### config.mk
export PLATFORM = sky130hd
export DESIGN_NAME = pmu_ctrl
export DESIGN_NICKNAME = d
export VERILOG_FILES = /design/src/particle_motion_update_core_defines.svh /design/src/pmu_pkg.sv /design/src/pmu_ctrl.sv
export SDC_FILE = /design/constraint.sdc
export NUM_CORES = 1
export LEC_CHECK = 0
export ABC_AREA = 1
export BUFFER_PORTS_ARGS = -buffer_cell sky130_fd_sc_hd__buf_2
export CAP_MARGIN = 20
export CORE_UTILIZATION = 35
export CTS_CLUSTER_SIZE = 20
export DETAILED_ROUTE_END_ITERATION = 8
export GPL_TIMING_DRIVEN = 0
export PLACE_DENSITY = 0.51
export SETUP_SLACK_MARGIN = 0.5
export SYNTH_ARGS = -nofsm -noshare
export SYNTH_HDL_FRONTEND = slang
export SYNTH_SLANG_ARGS = --single-unit
### constraint.sdc
create_clock -name clk_i -period 2.5 [get_ports clk_i]
set_input_delay 0.25 -clock clk_i [delete_from_list [all_inputs] [get_ports clk_i]]
set_output_delay 0.25 -clock clk_i [all_outputs]
set_load 0.02 [all_outputs]
### src/particle_motion_update_core_defines.svh
// assertion macros for the particle motion update core
// needs clk_i and rst_ni in the scope where a macro is used
`ifndef PARTICLE_MOTION_UPDATE_CORE_DEFINES_SVH
`define PARTICLE_MOTION_UPDATE_CORE_DEFINES_SVH

// checked only while out of reset
`define PMU_ASSERT(lbl, prop, msg) \
  lbl: assert property (@(posedge clk_i) disable iff (!rst_ni) prop) else $error(msg);

// checked on every edge, reset included
`define PMU_ASSERT_ALWAYS(lbl, prop, msg) \
  lbl: assert property (@(posedge clk_i) prop) else $error(msg);

`endif

### src/pmu_pkg.sv
// shared types, constants and tables of the particle motion update core
// no dependencies
`timescale 1ns / 1ps

package pmu_pkg;

  localparam int MaxParticles = 64;
  localparam int IdxW         = $clog2(MaxParticles);
  localparam int CountW       = IdxW + 1;
  localparam int FracBits     = 16;
  localparam int CordicSteps  = 24;
  localparam int IterW        = 6;
  localparam int CfgIdxW      = 3;

  // commands
  localparam logic [1:0] CMD_LOAD    = 2'd0;
  localparam logic [1:0] CMD_TICK    = 2'd1;
  localparam logic [1:0] CMD_RESTORE = 2'd2;

  // motion modes
  localparam logic [2:0] MODE_SPREAD   = 3'd0;
  localparam logic [2:0] MODE_DROP     = 3'd1;
  localparam logic [2:0] MODE_GIVEN    = 3'd2;
  localparam logic [2:0] MODE_RING_XYY = 3'd3;
  localparam logic [2:0] MODE_SIDE     = 3'd4;
  localparam logic [2:0] MODE_RING_XZ  = 3'd5;
  localparam logic [2:0] MODE_RING_XY  = 3'd6;
  localparam logic [2:0] MODE_TRAIL    = 3'd7;

  // register indexes
  localparam logic [CfgIdxW-1:0] REG_MODE  = 3'd0;
  localparam logic [CfgIdxW-1:0] REG_LOOP  = 3'd1;
  localparam logic [CfgIdxW-1:0] REG_PIV_X = 3'd2;
  localparam logic [CfgIdxW-1:0] REG_PIV_Y = 3'd3;
  localparam logic [CfgIdxW-1:0] REG_PIV_Z = 3'd4;
  localparam logic [CfgIdxW-1:0] REG_COUNT = 3'd5;

  // reciprocal of ten, exact for 32-bit values after a shift by 35
  localparam logic [31:0] Recip10    = 32'hCCCC_CCCD;
  localparam int          Recip10Sh  = 35;

  typedef struct packed {
    logic [1:0]         command;
    logic [IdxW-1:0]    slot;
    logic signed [31:0] load_x;
    logic signed [31:0] load_y;
    logic signed [31:0] load_z;
    logic [30:0]        load_speed;
    logic [30:0]        load_life;
    logic [15:0]        time_delta;
    logic signed [31:0] dir_x;
    logic signed [31:0] dir_y;
    logic signed [31:0] dir_z;
    logic [30:0]        trail_limit;
  } pmu_in_t;

  typedef struct packed {
    logic [IdxW-1:0]    out_slot;
    logic signed [31:0] out_x;
    logic signed [31:0] out_y;
    logic signed [31:0] out_z;
    logic [30:0]        out_elapsed;
    logic               restarted;
    logic               last;
  } pmu_out_t;

  typedef struct packed {
    logic signed [31:0] cur_x;
    logic signed [31:0] cur_y;
    logic signed [31:0] cur_z;
    logic signed [31:0] start_x;
    logic signed [31:0] start_y;
    logic signed [31:0] start_z;
    logic [30:0]        speed;
    logic [30:0]        life;
    logic [30:0]        elapsed;
  } pmu_entry_t;

  typedef enum logic [4:0] {
    OP_NOP, OP_LOAD, OP_TAKE, OP_RDIV, OP_READ, OP_RESTORE, OP_ROT_INIT, OP_ROT,
    OP_VEC, OP_SQ0, OP_SQ1, OP_SQ2, OP_SQ3, OP_ROOT_INIT, OP_ROOT, OP_DIV_INIT,
    OP_DIV, OP_MV0, OP_MV1, OP_MV2, OP_MV3, OP_FIN
  } pmu_op_e;

  typedef enum logic [4:0] {
    S_IDLE, S_RDIV, S_RS_RD, S_RS_WR, S_RD, S_ROTI, S_ROT, S_VEC, S_SQ0, S_SQ1,
    S_SQ2, S_SQ3, S_ROOTI, S_ROOT, S_DIVI, S_DIV, S_MV0, S_MV1, S_MV2, S_MV3, S_FIN
  } pmu_state_e;

  typedef struct packed {
    pmu_op_e          op;
    logic [IdxW-1:0]  idx;
    logic [IterW-1:0] iter;
    logic             last;
  } pmu_cmd_t;

  typedef struct packed {
    logic [CountW-1:0] count;
    logic              ring;
  } pmu_stat_t;

  // angle table in turns scaled by 2^32
  function automatic logic signed [31:0] turn_atan(input logic [4:0] k);
    logic signed [31:0] a;
    case (k)
      5'd0:    a = 32'sd536870912;
      5'd1:    a = 32'sd316933406;
      5'd2:    a = 32'sd167458907;
      5'd3:    a = 32'sd85004756;
      5'd4:    a = 32'sd42667331;
      5'd5:    a = 32'sd21354465;
      5'd6:    a = 32'sd10679838;
      5'd7:    a = 32'sd5340245;
      5'd8:    a = 32'sd2670163;
      5'd9:    a = 32'sd1335087;
      5'd10:   a = 32'sd667544;
      5'd11:   a = 32'sd333772;
      5'd12:   a = 32'sd166886;
      5'd13:   a = 32'sd83443;
      5'd14:   a = 32'sd41722;
      5'd15:   a = 32'sd20861;
      5'd16:   a = 32'sd10430;
      5'd17:   a = 32'sd5215;
      5'd18:   a = 32'sd2608;
      5'd19:   a = 32'sd1304;
      5'd20:   a = 32'sd652;
      5'd21:   a = 32'sd326;
      5'd22:   a = 32'sd163;
      5'd23:   a = 32'sd81;
      default: a = 32'sd0;
    endcase
    return a;
  endfunction

endpackage

### src/pmu_ctrl.sv
// sequencer of the particle motion update core
// depends on pmu_pkg; drives the datapath through pmu_cmd_t
`timescale 1ns / 1ps

module pmu_ctrl import pmu_pkg::*; (
  input  logic       clk_i,
  input  logic       rst_ni,
  input  logic       in_valid_i,
  input  logic [1:0] in_command_i,
  output logic       in_ready_o,
  output logic       out_valid_o,
  input  logic       out_ready_i,
  input  pmu_stat_t  stat_i,
  output pmu_cmd_t   cmd_o
);

  localparam logic [IterW-1:0] RdivLast = IterW'(32);
  localparam logic [IterW-1:0] RotLast  = IterW'(CordicSteps - 1);
  localparam logic [IterW-1:0] RootLast = IterW'(31);
  localparam logic [IterW-1:0] DivLast  = IterW'(30);

  pmu_state_e       state_q, state_d;
  logic [IdxW-1:0]  idx_q, idx_d;
  logic [IterW-1:0] iter_q, iter_d;
  logic             oval_q, oval_d;
  logic             last;
  logic             fire;

  assign last = ({1'b0, idx_q} == (stat_i.count - CountW'(1)));

  always_ff @(posedge clk_i or negedge rst_ni) begin
    if (!rst_ni) begin
      state_q <= S_IDLE;
      idx_q   <= '0;
      iter_q  <= '0;
      oval_q  <= 1'b0;
    end else begin
      state_q <= state_d;
      idx_q   <= idx_d;
      iter_q  <= iter_d;
      oval_q  <= oval_d;
    end
  end

  always_comb begin
    state_d    = state_q;
    idx_d      = idx_q;
    iter_d     = iter_q + IterW'(1);
    in_ready_o = 1'b0;
    fire       = 1'b0;
    cmd_o.op   = OP_NOP;
    cmd_o.idx  = idx_q;
    cmd_o.iter = iter_q;
    cmd_o.last = last;
    case (state_q)
      S_IDLE: begin
        in_ready_o = 1'b1;
        idx_d      = '0;
        iter_d     = '0;
        if (in_valid_i) begin
          case (in_command_i)
            CMD_LOAD: cmd_o.op = OP_LOAD;
            CMD_TICK: begin
              cmd_o.op = OP_TAKE;
              if (stat_i.count != '0) state_d = S_RDIV;
            end
            CMD_RESTORE: begin
              if (stat_i.count != '0) state_d = S_RS_RD;
            end
            default: cmd_o.op = OP_NOP;
          endcase
        end
      end
      S_RDIV: begin
        cmd_o.op = OP_RDIV;
        if (iter_q == RdivLast) state_d = S_RD;
      end
      S_RS_RD: begin
        cmd_o.op = OP_READ;
        state_d  = S_RS_WR;
      end
      S_RS_WR: begin
        cmd_o.op = OP_RESTORE;
        idx_d    = idx_q + IdxW'(1);
        state_d  = last ? S_IDLE : S_RS_RD;
      end
      S_RD: begin
        cmd_o.op = OP_READ;
        state_d  = stat_i.ring ? S_ROTI : S_VEC;
      end
      S_ROTI: begin
        cmd_o.op = OP_ROT_INIT;
        iter_d   = '0;
        state_d  = S_ROT;
      end
      S_ROT: begin
        cmd_o.op = OP_ROT;
        if (iter_q == RotLast) state_d = S_VEC;
      end
      S_VEC: begin
        cmd_o.op = OP_VEC;
        state_d  = S_SQ0;
      end
      S_SQ0: begin
        cmd_o.op = OP_SQ0;
        state_d  = S_SQ1;
      end
      S_SQ1: begin
        cmd_o.op = OP_SQ1;
        state_d  = S_SQ2;
      end
      S_SQ2: begin
        cmd_o.op = OP_SQ2;
        state_d  = S_SQ3;
      end
      S_SQ3: begin
        cmd_o.op = OP_SQ3;
        state_d  = S_ROOTI;
      end
      S_ROOTI: begin
        cmd_o.op = OP_ROOT_INIT;
        iter_d   = '0;
        state_d  = S_ROOT;
      end
      S_ROOT: begin
        cmd_o.op = OP_ROOT;
        if (iter_q == RootLast) state_d = S_DIVI;
      end
      S_DIVI: begin
        cmd_o.op = OP_DIV_INIT;
        iter_d   = '0;
        state_d  = S_DIV;
      end
      S_DIV: begin
        cmd_o.op = OP_DIV;
        if (iter_q == DivLast) state_d = S_MV0;
      end
      S_MV0: begin
        cmd_o.op = OP_MV0;
        state_d  = S_MV1;
      end
      S_MV1: begin
        cmd_o.op = OP_MV1;
        state_d  = S_MV2;
      end
      S_MV2: begin
        cmd_o.op = OP_MV2;
        state_d  = S_MV3;
      end
      S_MV3: begin
        cmd_o.op = OP_MV3;
        state_d  = S_FIN;
      end
      S_FIN: begin
        // hold until the output register is free
        if (!oval_q || out_ready_i) begin
          cmd_o.op = OP_FIN;
          fire     = 1'b1;
          idx_d    = idx_q + IdxW'(1);
          state_d  = last ? S_IDLE : S_RD;
        end
      end
      default: state_d = S_IDLE;
    endcase
  end

  always_comb begin
    oval_d = oval_q;
    if (out_ready_i) oval_d = 1'b0;
    if (fire)        oval_d = 1'b1;
  end

  assign out_valid_o = oval_q;

endmodule

==> results.cfg, run 1 <==
[outcome]
status = completed

[sta]
finalSetupTns_ps = 0
tightestPinTransition_ps = 616
max_freq_ghz = 0.541
finalClockSkew_ps = 6.52
fin_crit_sh_pct = 73.9
finalHoldViolCount = 0
finalCriticalPeriod_ps = 1850
rsz0062_at_grt = true
maxSlewViolCount = 0
whs_ps = 340
max_slew_margin_pct = 58.9
setup_viol = 0

[yosys]
synth_edf_count = 0
synthesis.instances = 269
synth-seq-cells = 18
synthFlopType = dfrtp_1
synth_nets = 288
async_reset_ff_share_pct = 100
synthDistinctLibCells = 24
synth_area_sq_um = 1600
ys_warn_count = 0
avgSynthCellArea_sq_um = 5.95
synth_seq_area_share_pct = 28.1

[drt]
routedWlPerCell_um = 11.0
wirelength_um = 3960
vias = 1683
routed_via_density = 4.69
drc = 0
drt_iter0_markers = 54
first_pass_iters = 4
ant_nets = 0

[setup_path]
ff2ff_path_depth = 10
startpoint_type = input pin
endpoint_kind = output port
arrival_ps = 1600
required_ps = 2250
cp-endpoint = cmd_o[0]
crit_path_start = stat_i[1]
reg2reg_setup_slack_ps = 940
path_class = input pin to output port
regToRegEndpoint = state_q[0]
critical_path_peak_fanout = 4
r2r_start = state_q[4]

[die]
start_util_pct = 36.5
dieHeight_um = 69.6
placement_rows = 24
ios = 34
die_area_sq_um = 4850
die_w_um = 69.6
core_sq_um = 4380

[grt]
grt_usage_pct = 17.3
antenna_found_initial = 0
grt_max_degree = 19
grt_pass1_wl_um = 6830
grt_pass1_vias = 1520
grt_overflow = 0

[run]
maxCapViolations = 0

[clock_tree]
clk_pin_slew_ps = 70
clk_latency_ps = 250
cts.sinks = 18
htree_levels = 1
clk_path_buf_depth = 2
cts_made_buffers = 3
cts_tree = done
cts_root_buf = clkbuf_8

[hold_path]
hold_start = out_ready_i
hold_class = input pin to register

[finish]
n_antenna_cell = 0
multi_input_area_sq_um = 985
fin_cells = 359
fill_cells = 490
regArea_sq_um = 453
nets = 328
drive_gt1_share_pct = 20.5
final_util_pct = 43.6
area_delta_synth_final_pct = 19.5

[placed_design]
placedCellCount = 354
place_hpwl_um = 3200
portBuffers = 33
routabilityCongestion = 0.988

[power]
ir_drop_uv = 412
p_per_area_nw_per_um2 = 940
cellLeakagePower_uw = 0.00112
## synth_stat cells (2+ instances only)
master	number	area [sq um]
o21ai_0	7	35.0
inv_1	39	146
inv_2	6	22.5
ha_1	5	62.6
nor2_4	2	22.5
dfrtp_1	18	450
o21ai_1	5	25.0
nand2_2	5	31.3
xor2_1	4	35.0
nand4_1	7	43.8
nand3_1	19	95.1
nor3_1	5	25.0
nand2_1	90	338
nor2_2	3	18.8
o21ai_2	2	17.5
nor2_1	44	165
## cell usage in the layout, fill, tap and decap left out, drive strengths merged
master	netlist	final
dfrtp	18	18
o21ai	15	15
xor2	4	4
a21oi	1	1
nand4	7	7
inv	46	46
nand2	95	95
o21a	1	1
clkbuf	0	3
dlygate4sd3	0	1
xnor2	1	1
o2111ai	1	1
nor3	5	5
nor2	49	49
nand3	19	19
buf	1	35
ha	5	5
a31oi	1	1
## power by group
group / internal [uW] / total, uW / leakage [uW] / switching [uW]
logic: 370 / 1140 / 0.000861 / 769
clock network: 107 / 199 / 0.0000216 / 91.7
registers: 368 / 460 / 0.000239 / 92.1
## metal layers
metal / GRT usage, % / wire [um] / up-vias
met5: 0 / 0 / -
met4: 4.00 / 61 / 0
met3: 3.34 / 146 / 8
met2: 28.6 / 1800 / 32
met1: 23.3 / 1950 / 730
li1: - / - / 913
## repair_timing
action                                  in CTS  in global routing
resized for setup                            0                  8
hold endpoints to repair                    18                  0
endpoints found under the setup margin       0                  4
hold buffers                                 1                  0
setup buffers                                0                  1
## critical path: stages
cell	delay [ps]
buf_2	110
inv_1	110
ha_2	230
nand2_1	90
nor2_1	150
nand2_1	70
nand2_1	60
nand2_1	50
nor2_1	110
nand2_2	90
inv_1	50
buf_4	90
buf_2	140
## kinds of logic (layout without fill, tap and decap cells)
logic type               count (synthesis)  in the layout  share of synthesized area, %
XOR/XNOR                                 5              5                          2.74
AND/OR/NAND/NOR                        175            175                          46.2
adder cells (fa/ha/maj)                  5              5                          3.91
AO/OA/AOI/OAI                           19             19                          7.58
flip-flops                              18             18                          28.1
buffers and inverters                   47             85                          11.4
## sequential cells by signal, indices dropped and copies added (netlist names)
name / count
idx_q: 6
iter_q: 6
out_valid_o: 1
state_q: 5
## through the flow
stage / instance area (sq um) / setup WS, ps / total power [uW]
floorplan: 1600 / 985 / 1260
global placement: 1830 / 592 / 1590
detailed placement: 1830 / 598 / 1580
CTS: 1880 / 566 / 1790
global route: 1910 / 473 / 1980
finish: 1910 / 652 / 1800
## cell type report
type / instances / area share (%)
Buffer: 1 / 0.393
Clock buffer: 3 / 2.16
Inverter: 46 / 9.29
Multi-Input combinational cell: 204 / 51.5
Sequential cell: 18 / 23.7
Tap cell: 52 / 3.40
Timing Repair Buffer: 35 / 9.55
## worst min-delay path by stage
stage,end,cells past startpoint
finish,out_valid_o,4
global route,out_valid_o,4
CTS,out_valid_o,4
detailed placement,iter_q[0],1
global placement,iter_q[0],1
floorplan,idx_q[0],0
Note: power is estimated with default switching activity, not from simulation.
==> inputs of run 2 (changes only) <==
==> constraint.sdc (replaced) <==
create_clock -name clk_i -period 1.8 [get_ports clk_i]
set_input_delay 0.18 -clock clk_i [delete_from_list [all_inputs] [get_ports clk_i]]
set_output_delay 0.18 -clock clk_i [all_outputs]
set_load 0.02 [all_outputs]
==> run 2 against run 1 <==
  * Global-route usage up 0.81 points
  * Die area stayed put
  * Cell area rose by 11%
  * Wire length is 5.1% higher
  * Worst setup slack worse by 590 ps
  * First-iteration DRC count did not move
  * Power increased by 55%
  * Highest routed layer unchanged
==> results.cfg, run 2 (synthesis gave the netlist of run 1 again) <==
[die]
dieHeight_um = 69.6
placement_rows = 24
ios = 34
core_sq_um = 4380
start_util_pct = 36.5
die_area_sq_um = 4850
die_w_um = 69.6

[grt]
grt_overflow = 0
grt_pass1_wl_um = 7290
grt_pass1_vias = 1688
antenna_found_initial = 0
grt_usage_pct = 18.1
grt_max_degree = 19

[setup_path]
cp.buffers_inverters = 2
endpoint_kind = output port
arrival_ps = 1560
cpMaxStageDelayCell = dfrtp_2
reg2reg_setup_slack_ps = 290
ff2ff_path_depth = 10
cp.depth = 8
critical_path_peak_fanout = 6
startpoint_type = register
required_ps = 1620
cp_top_family = simple AND/OR/NAND/NOR gates
crit_chain = nor2_4 > inv_2 > nor2_4 > nand2_1 > nand2_1 > nor2_2 > nand4_1 > buf_4
r2r_start = state_q[4]
path_class = register to output port
regToRegEndpoint = state_q[1]
cp_slowest_stage_delay_ps = 470

[power]
p_sw_uw = 1440
ir_drop_uv = 779
p_seq_share_pct = 23.5
swShare_pct = 51.7
intPower_uw = 1350
cellLeakagePower_uw = 0.00119
pwr-share-comb_pct = 66.1
p_clk_share_pct = 10.4
p_per_area_nw_per_um2 = 1320

[clock_tree]
cts_made_buffers = 3
htree_levels = 1
clk_latency_ps = 250
cts_root_buf = clkbuf_8
cts.sinks = 18
clk_pin_slew_ps = 70
clk_path_buf_depth = 2
cts_tree = done

[drt]
routedWlPerCell_um = 11.2
routed_via_density = 4.72
drt_iter0_markers = 54
ant_nets = 0
first_pass_iters = 4
vias = 1750
wirelength_um = 4170
drc = 0

[hold_path]
hold_start = out_ready_i
hold_class = input pin to register
hold_depth = 4
min_to = out_valid_o

[placed_design]
portBuffers = 33
placedCellCount = 354
place_hpwl_um = 3260
routabilityCongestion = 0.905

[sta]
max_freq_ghz = 0.576
finalHoldViolCount = 0
max_slew_margin_pct = 59.8
setup_viol = 0
maxSlewViolCount = 0
tightestPinTransition_ps = 602
finalClockSkew_ps = 1.96
finalSetupTns_ps = 0
fin_crit_sh_pct = 96.5
finalCriticalPeriod_ps = 1740
rsz0062_at_grt = true

[finish]
drive_gt1_share_pct = 32.6
fin_cells = 371
layout_common_cells = 86 x nand2_1, 37 x nor2_1, 29 x inv_1
fill_cells = 497
multi_input_area_sq_um = 1070
regArea_sq_um = 462
n_antenna_cell = 0
nets = 339
area_delta_synth_final_pct = 32.1
layout_commonest_cell = nand2_1
final_util_pct = 48.2
largestRegisters = idx_q (6), iter_q (6), state_q (5)

[run]
maxCapViolations = 0

[outcome]
status = completed
-- run 2: final cells by class --
cell class	instances	area share [%]
Multi-Input combinational cell	204	50.4
Inverter	46	8.64
Tap cell	52	3.08
Clock buffer	4	2.13
Buffer	1	0.533
Sequential cell	18	21.8
Timing Repair Buffer	46	13.3
-- run 2: power groups by stage --
stage / Clock [uW] / Sequential (uW) / Combinational (uW)
finish: 291 / 654 / 1840
global route: 327 / 673 / 2060
CTS: 308 / 647 / 1740
detailed placement: 0 / 651 / 1590
global placement: 0 / 658 / 1600
floorplan: 0 / 697 / 1110
-- run 2: what timing repair did --
action                                 CTS  global route
setup endpoints to repair               24            24
pin swaps                                5            10
endpoints found under the hold margin   18             0
buffers inserted                        10             2
gates resized for setup                 23            16
hold buffers                             1             0
-- run 2: worst max-delay path by stage --
| stage | from | to |
|---|---|---|
| 2_1_floorplan | iter_q[0] | state_q[3] |
| 3_3_place_gp | stat_i[1] | cmd_o[0] |
| 3_5_place_dp | stat_i[1] | cmd_o[0] |
| 4_1_cts | state_q[2] | cmd_o[13] |
| 5_1_grt | state_q[0] | cmd_o[13] |
| 6_report | state_q[2] | cmd_o[13] |
-- run 2: metal layers --
metal / track usage (%) / routed length, um
met1: 24.3 / 1990
met2: 31.1 / 2010
met3: 1.89 / 138
met4: 4.67 / 25
met5: 0 / 0
-- run 2: metrics by stage --
step / instance area, sq um / hold WS [ps] / setup WS [ps] / power [uW]
floorplan: 1650 / -116 / 394 / 1810
finish: 2110 / 284 / 63.1 / 2790
global route: 2110 / 302 / -34.1 / 3060
global placement: 1880 / 155 / 61.1 / 2260
CTS: 2070 / 266 / 101 / 2700
detailed placement: 1880 / 156 / 68.2 / 2240
-- run 2: worst register-to-register path, cell delays in order, from the launching register on --
cell	delay (ps)
dfrtp_2	480
inv_4	140
nand2_1	100
nor2_1	190
nand2_1	80
nand2_1	90
inv_1	70
nand2_2	80
nor2_4	60
nand2_1	70
nand2_1	60
==> inputs of run 3 (changes only) <==
--- a/config.mk
+++ b/config.mk
@@ -5,7 +5,7 @@
 export SDC_FILE = /design/constraint.sdc
 export NUM_CORES = 1
 export LEC_CHECK = 0
-export ABC_AREA = 1
+export ABC_AREA = 0
 export BUFFER_PORTS_ARGS = -buffer_cell sky130_fd_sc_hd__buf_2
 export CAP_MARGIN = 20
 export CORE_UTILIZATION = 35
==> run 3 against run 2 <==
  * The flow now finishes with violations (setup timing)
  * Register-to-register slack worse by 590 ps
  * Global-route usage up 6.1 points
  * Power up 92%
  * Cell count down 14%
  * Sequential share of layout area down 4.7 points
  * Largest cell class unchanged
==> results.cfg, run 3 <==
[sta]
fin_crit_sh_pct = 117
maxSlewViolCount = 0
setup_viol = 10
finalClockSkew_ps = 4.68
rsz0062_at_grt = true
max_slew_margin_pct = 67.5
finalCriticalPeriod_ps = 2100
finalHoldViolCount = 0
max_freq_ghz = 0.476
setup_ws_ps = -300
tightestPinTransition_ps = 483

[hold_path]
hold_class = input pin to register

[setup_path]
arrival_ps = 2250
startpoint_type = register
required_ps = 1950
endpoint_kind = register
path_class = register to register
critical_path_peak_fanout = 5

[finish]
final_util_pct = 64.9
largestRegisters = idx_q (6), iter_q (6), state_q (5)
fin_cells = 318
nets = 288
area_delta_synth_final_pct = 72.7
n_antenna_cell = 0
fin_area_sq_um = 2690
layout_commonest_cell = buf_4
drive_gt1_share_pct = 56.7
layout_common_cells = 28 x buf_4, 25 x buf_2, 20 x buf_6

[die]
start_util_pct = 37.6
ios = 34
core_sq_um = 4140
die_w_um = 68.7
placement_rows = 23
die_area_sq_um = 4720
dieHeight_um = 68.7

[yosys]
yosys.area.top_type = dfrtp_1
synth_top_cell_area_share_pct = 28.9
synth_area_sq_um = 1560
ys_warn_count = 0
avgSynthCellArea_sq_um = 8.11
ys_top_cells_by_count = 19 x nor2_1, 18 x dfrtp_1, 17 x nand2_1
yosysMostFrequentCell = nor2_1
synth_edf_count = 0
synth_area_leaders = dfrtp_1 29%, xor2_1 5.1%, nor2_1 4.6%
synth_seq_area_share_pct = 28.9
synth_nets = 211
synthesis.instances = 192
synthFlopType = dfrtp_1
async_reset_ff_share_pct = 100
synthDistinctLibCells = 49
synth-seq-cells = 18

[power]
p_per_area_nw_per_um2 = 1990
ir_drop_uv = 1010
p_total_uw = 5350
cellLeakagePower_uw = 0.00119

[grt]
grt_usage_pct = 24.2
grt_max_degree = 19
grt_pass1_vias = 1740
grt_overflow = 0
antenna_found_initial = 0
grt_pass1_wl_um = 8360

[placed_design]
portBuffers = 33
routabilityCongestion = 0.851
pre_cts_ws_ps = -285
place_hpwl_um = 3440
post_dp_cell_area_sq_um = 1960
placedCellCount = 275

[drt]
drt-met1-wl_um = 2360
first_pass_iters = 4
ant_nets = 0
wirelength_um = 5590
drc = 0
wl_met3_um = 275
drt_iter0_markers = 99
routed_via_density = 5.78
vias = 1838
top_layer_used = met4
routedWlPerCell_um = 17.6
wl_met2_um = 2800

[outcome]
violations = setup timing
status = finished with violations

[clock_tree]
cts_root_buf = clkbuf_8
cts_tree = done
htree_levels = 1
clk_pin_slew_ps = 80
clk_path_buf_depth = 2
cts_made_buffers = 3
cts.sinks = 18
clk_latency_ps = 260

[run]
maxCapViolations = 0
## run 3: changes by cell type in the layout (fill, tap and decap cells not counted), sizes merged, moves of 7 or more
cell / before / now
xnor2: 1 / 8
nand3: 19 / 7
a21oi: 1 / 11
buf: 46 / 77
nand2b: 0 / 7
nand2: 95 / 17
inv: 46 / 12
nor2: 49 / 19
## run 3: through the flow
| stage | TNS [ps] | hold WS [ps] |
|---|---|---|
| after floorplan | -682 | -116 |
| after global placement | -1030 | 137 |
| after detailed placement | -945 | 151 |
| after CTS | -1160 | 297 |
| after global routing | -2260 | 315 |
| final | -1640 | 299 |
## run 3: final timing paths
path / start / cells past startpoint / slack [ps] / to
worst max-delay path: iter_q[4] / 5 / -300 / state_q[0]
worst min-delay path: out_ready_i / 4 / 300 / state_q[4]
worst max register to register: iter_q[4] / 5 / -300 / state_q[0]
worst min register to register: iter_q[0] / 2 / 560 / iter_q[0]
max in group asynchronous: rst_ni / 2 / 1090 / idx_q[3]
min in group asynchronous: rst_ni / 2 / 380 / iter_q[3]
## run 3: critical path, cell delays in order, from the launching register on
cell and delay, ps:
dfrtp_1 430, nor2b_1 240, nand4b_1 180, a32o_1 360, or3_4 450, mux2_4 320
## run 3: timing repair
item                                   CTS  global route
setup buffers                           29             9
setup endpoints to repair               24            26
hold buffers                             1             0
gates cloned                             0             0
endpoints found under the hold margin   18             0
resized for setup                       57            36
pin swaps                               21            16
## run 3: area by class of cell
type	count	area [sq um]
clock buffers	4	55.1
repair buffers	72	556
plain buffers	9	121
well taps	50	62.6
flip-flops and latches	18	460
fillers	337	1450
multi-input cells	153	1380
inverters	12	55.1
## run 3: layer usage
metal | global-route usage [%] | vias to the layer above
li1 | - | 857
met1 | 30.1 | 894
met2 | 41.8 | 65
met3 | 4.28 | 22
met4 | 8.67 | 0
met5 | 0 | -
## run 3: cells by family after synthesis
group                    share of synthesized area [%]
XOR/XNOR                                          9.56
buffers and inverters                             5.46
AND/OR/NAND/NOR                                   26.9
adder cells (fa/ha/maj)                           4.02
AO/OA/AOI/OAI                                     21.9
flip-flops                                        28.9
multiplexers                                      3.21
## run 3: power breakdown
group | leakage [uW] | total [uW] | internal, uW | switching [uW]
Clock | 0.0000288 | 347 | 195 | 152
Combinational | 0.000937 | 4190 | 2090 | 2100
Sequential | 0.000222 | 812 | 587 | 226
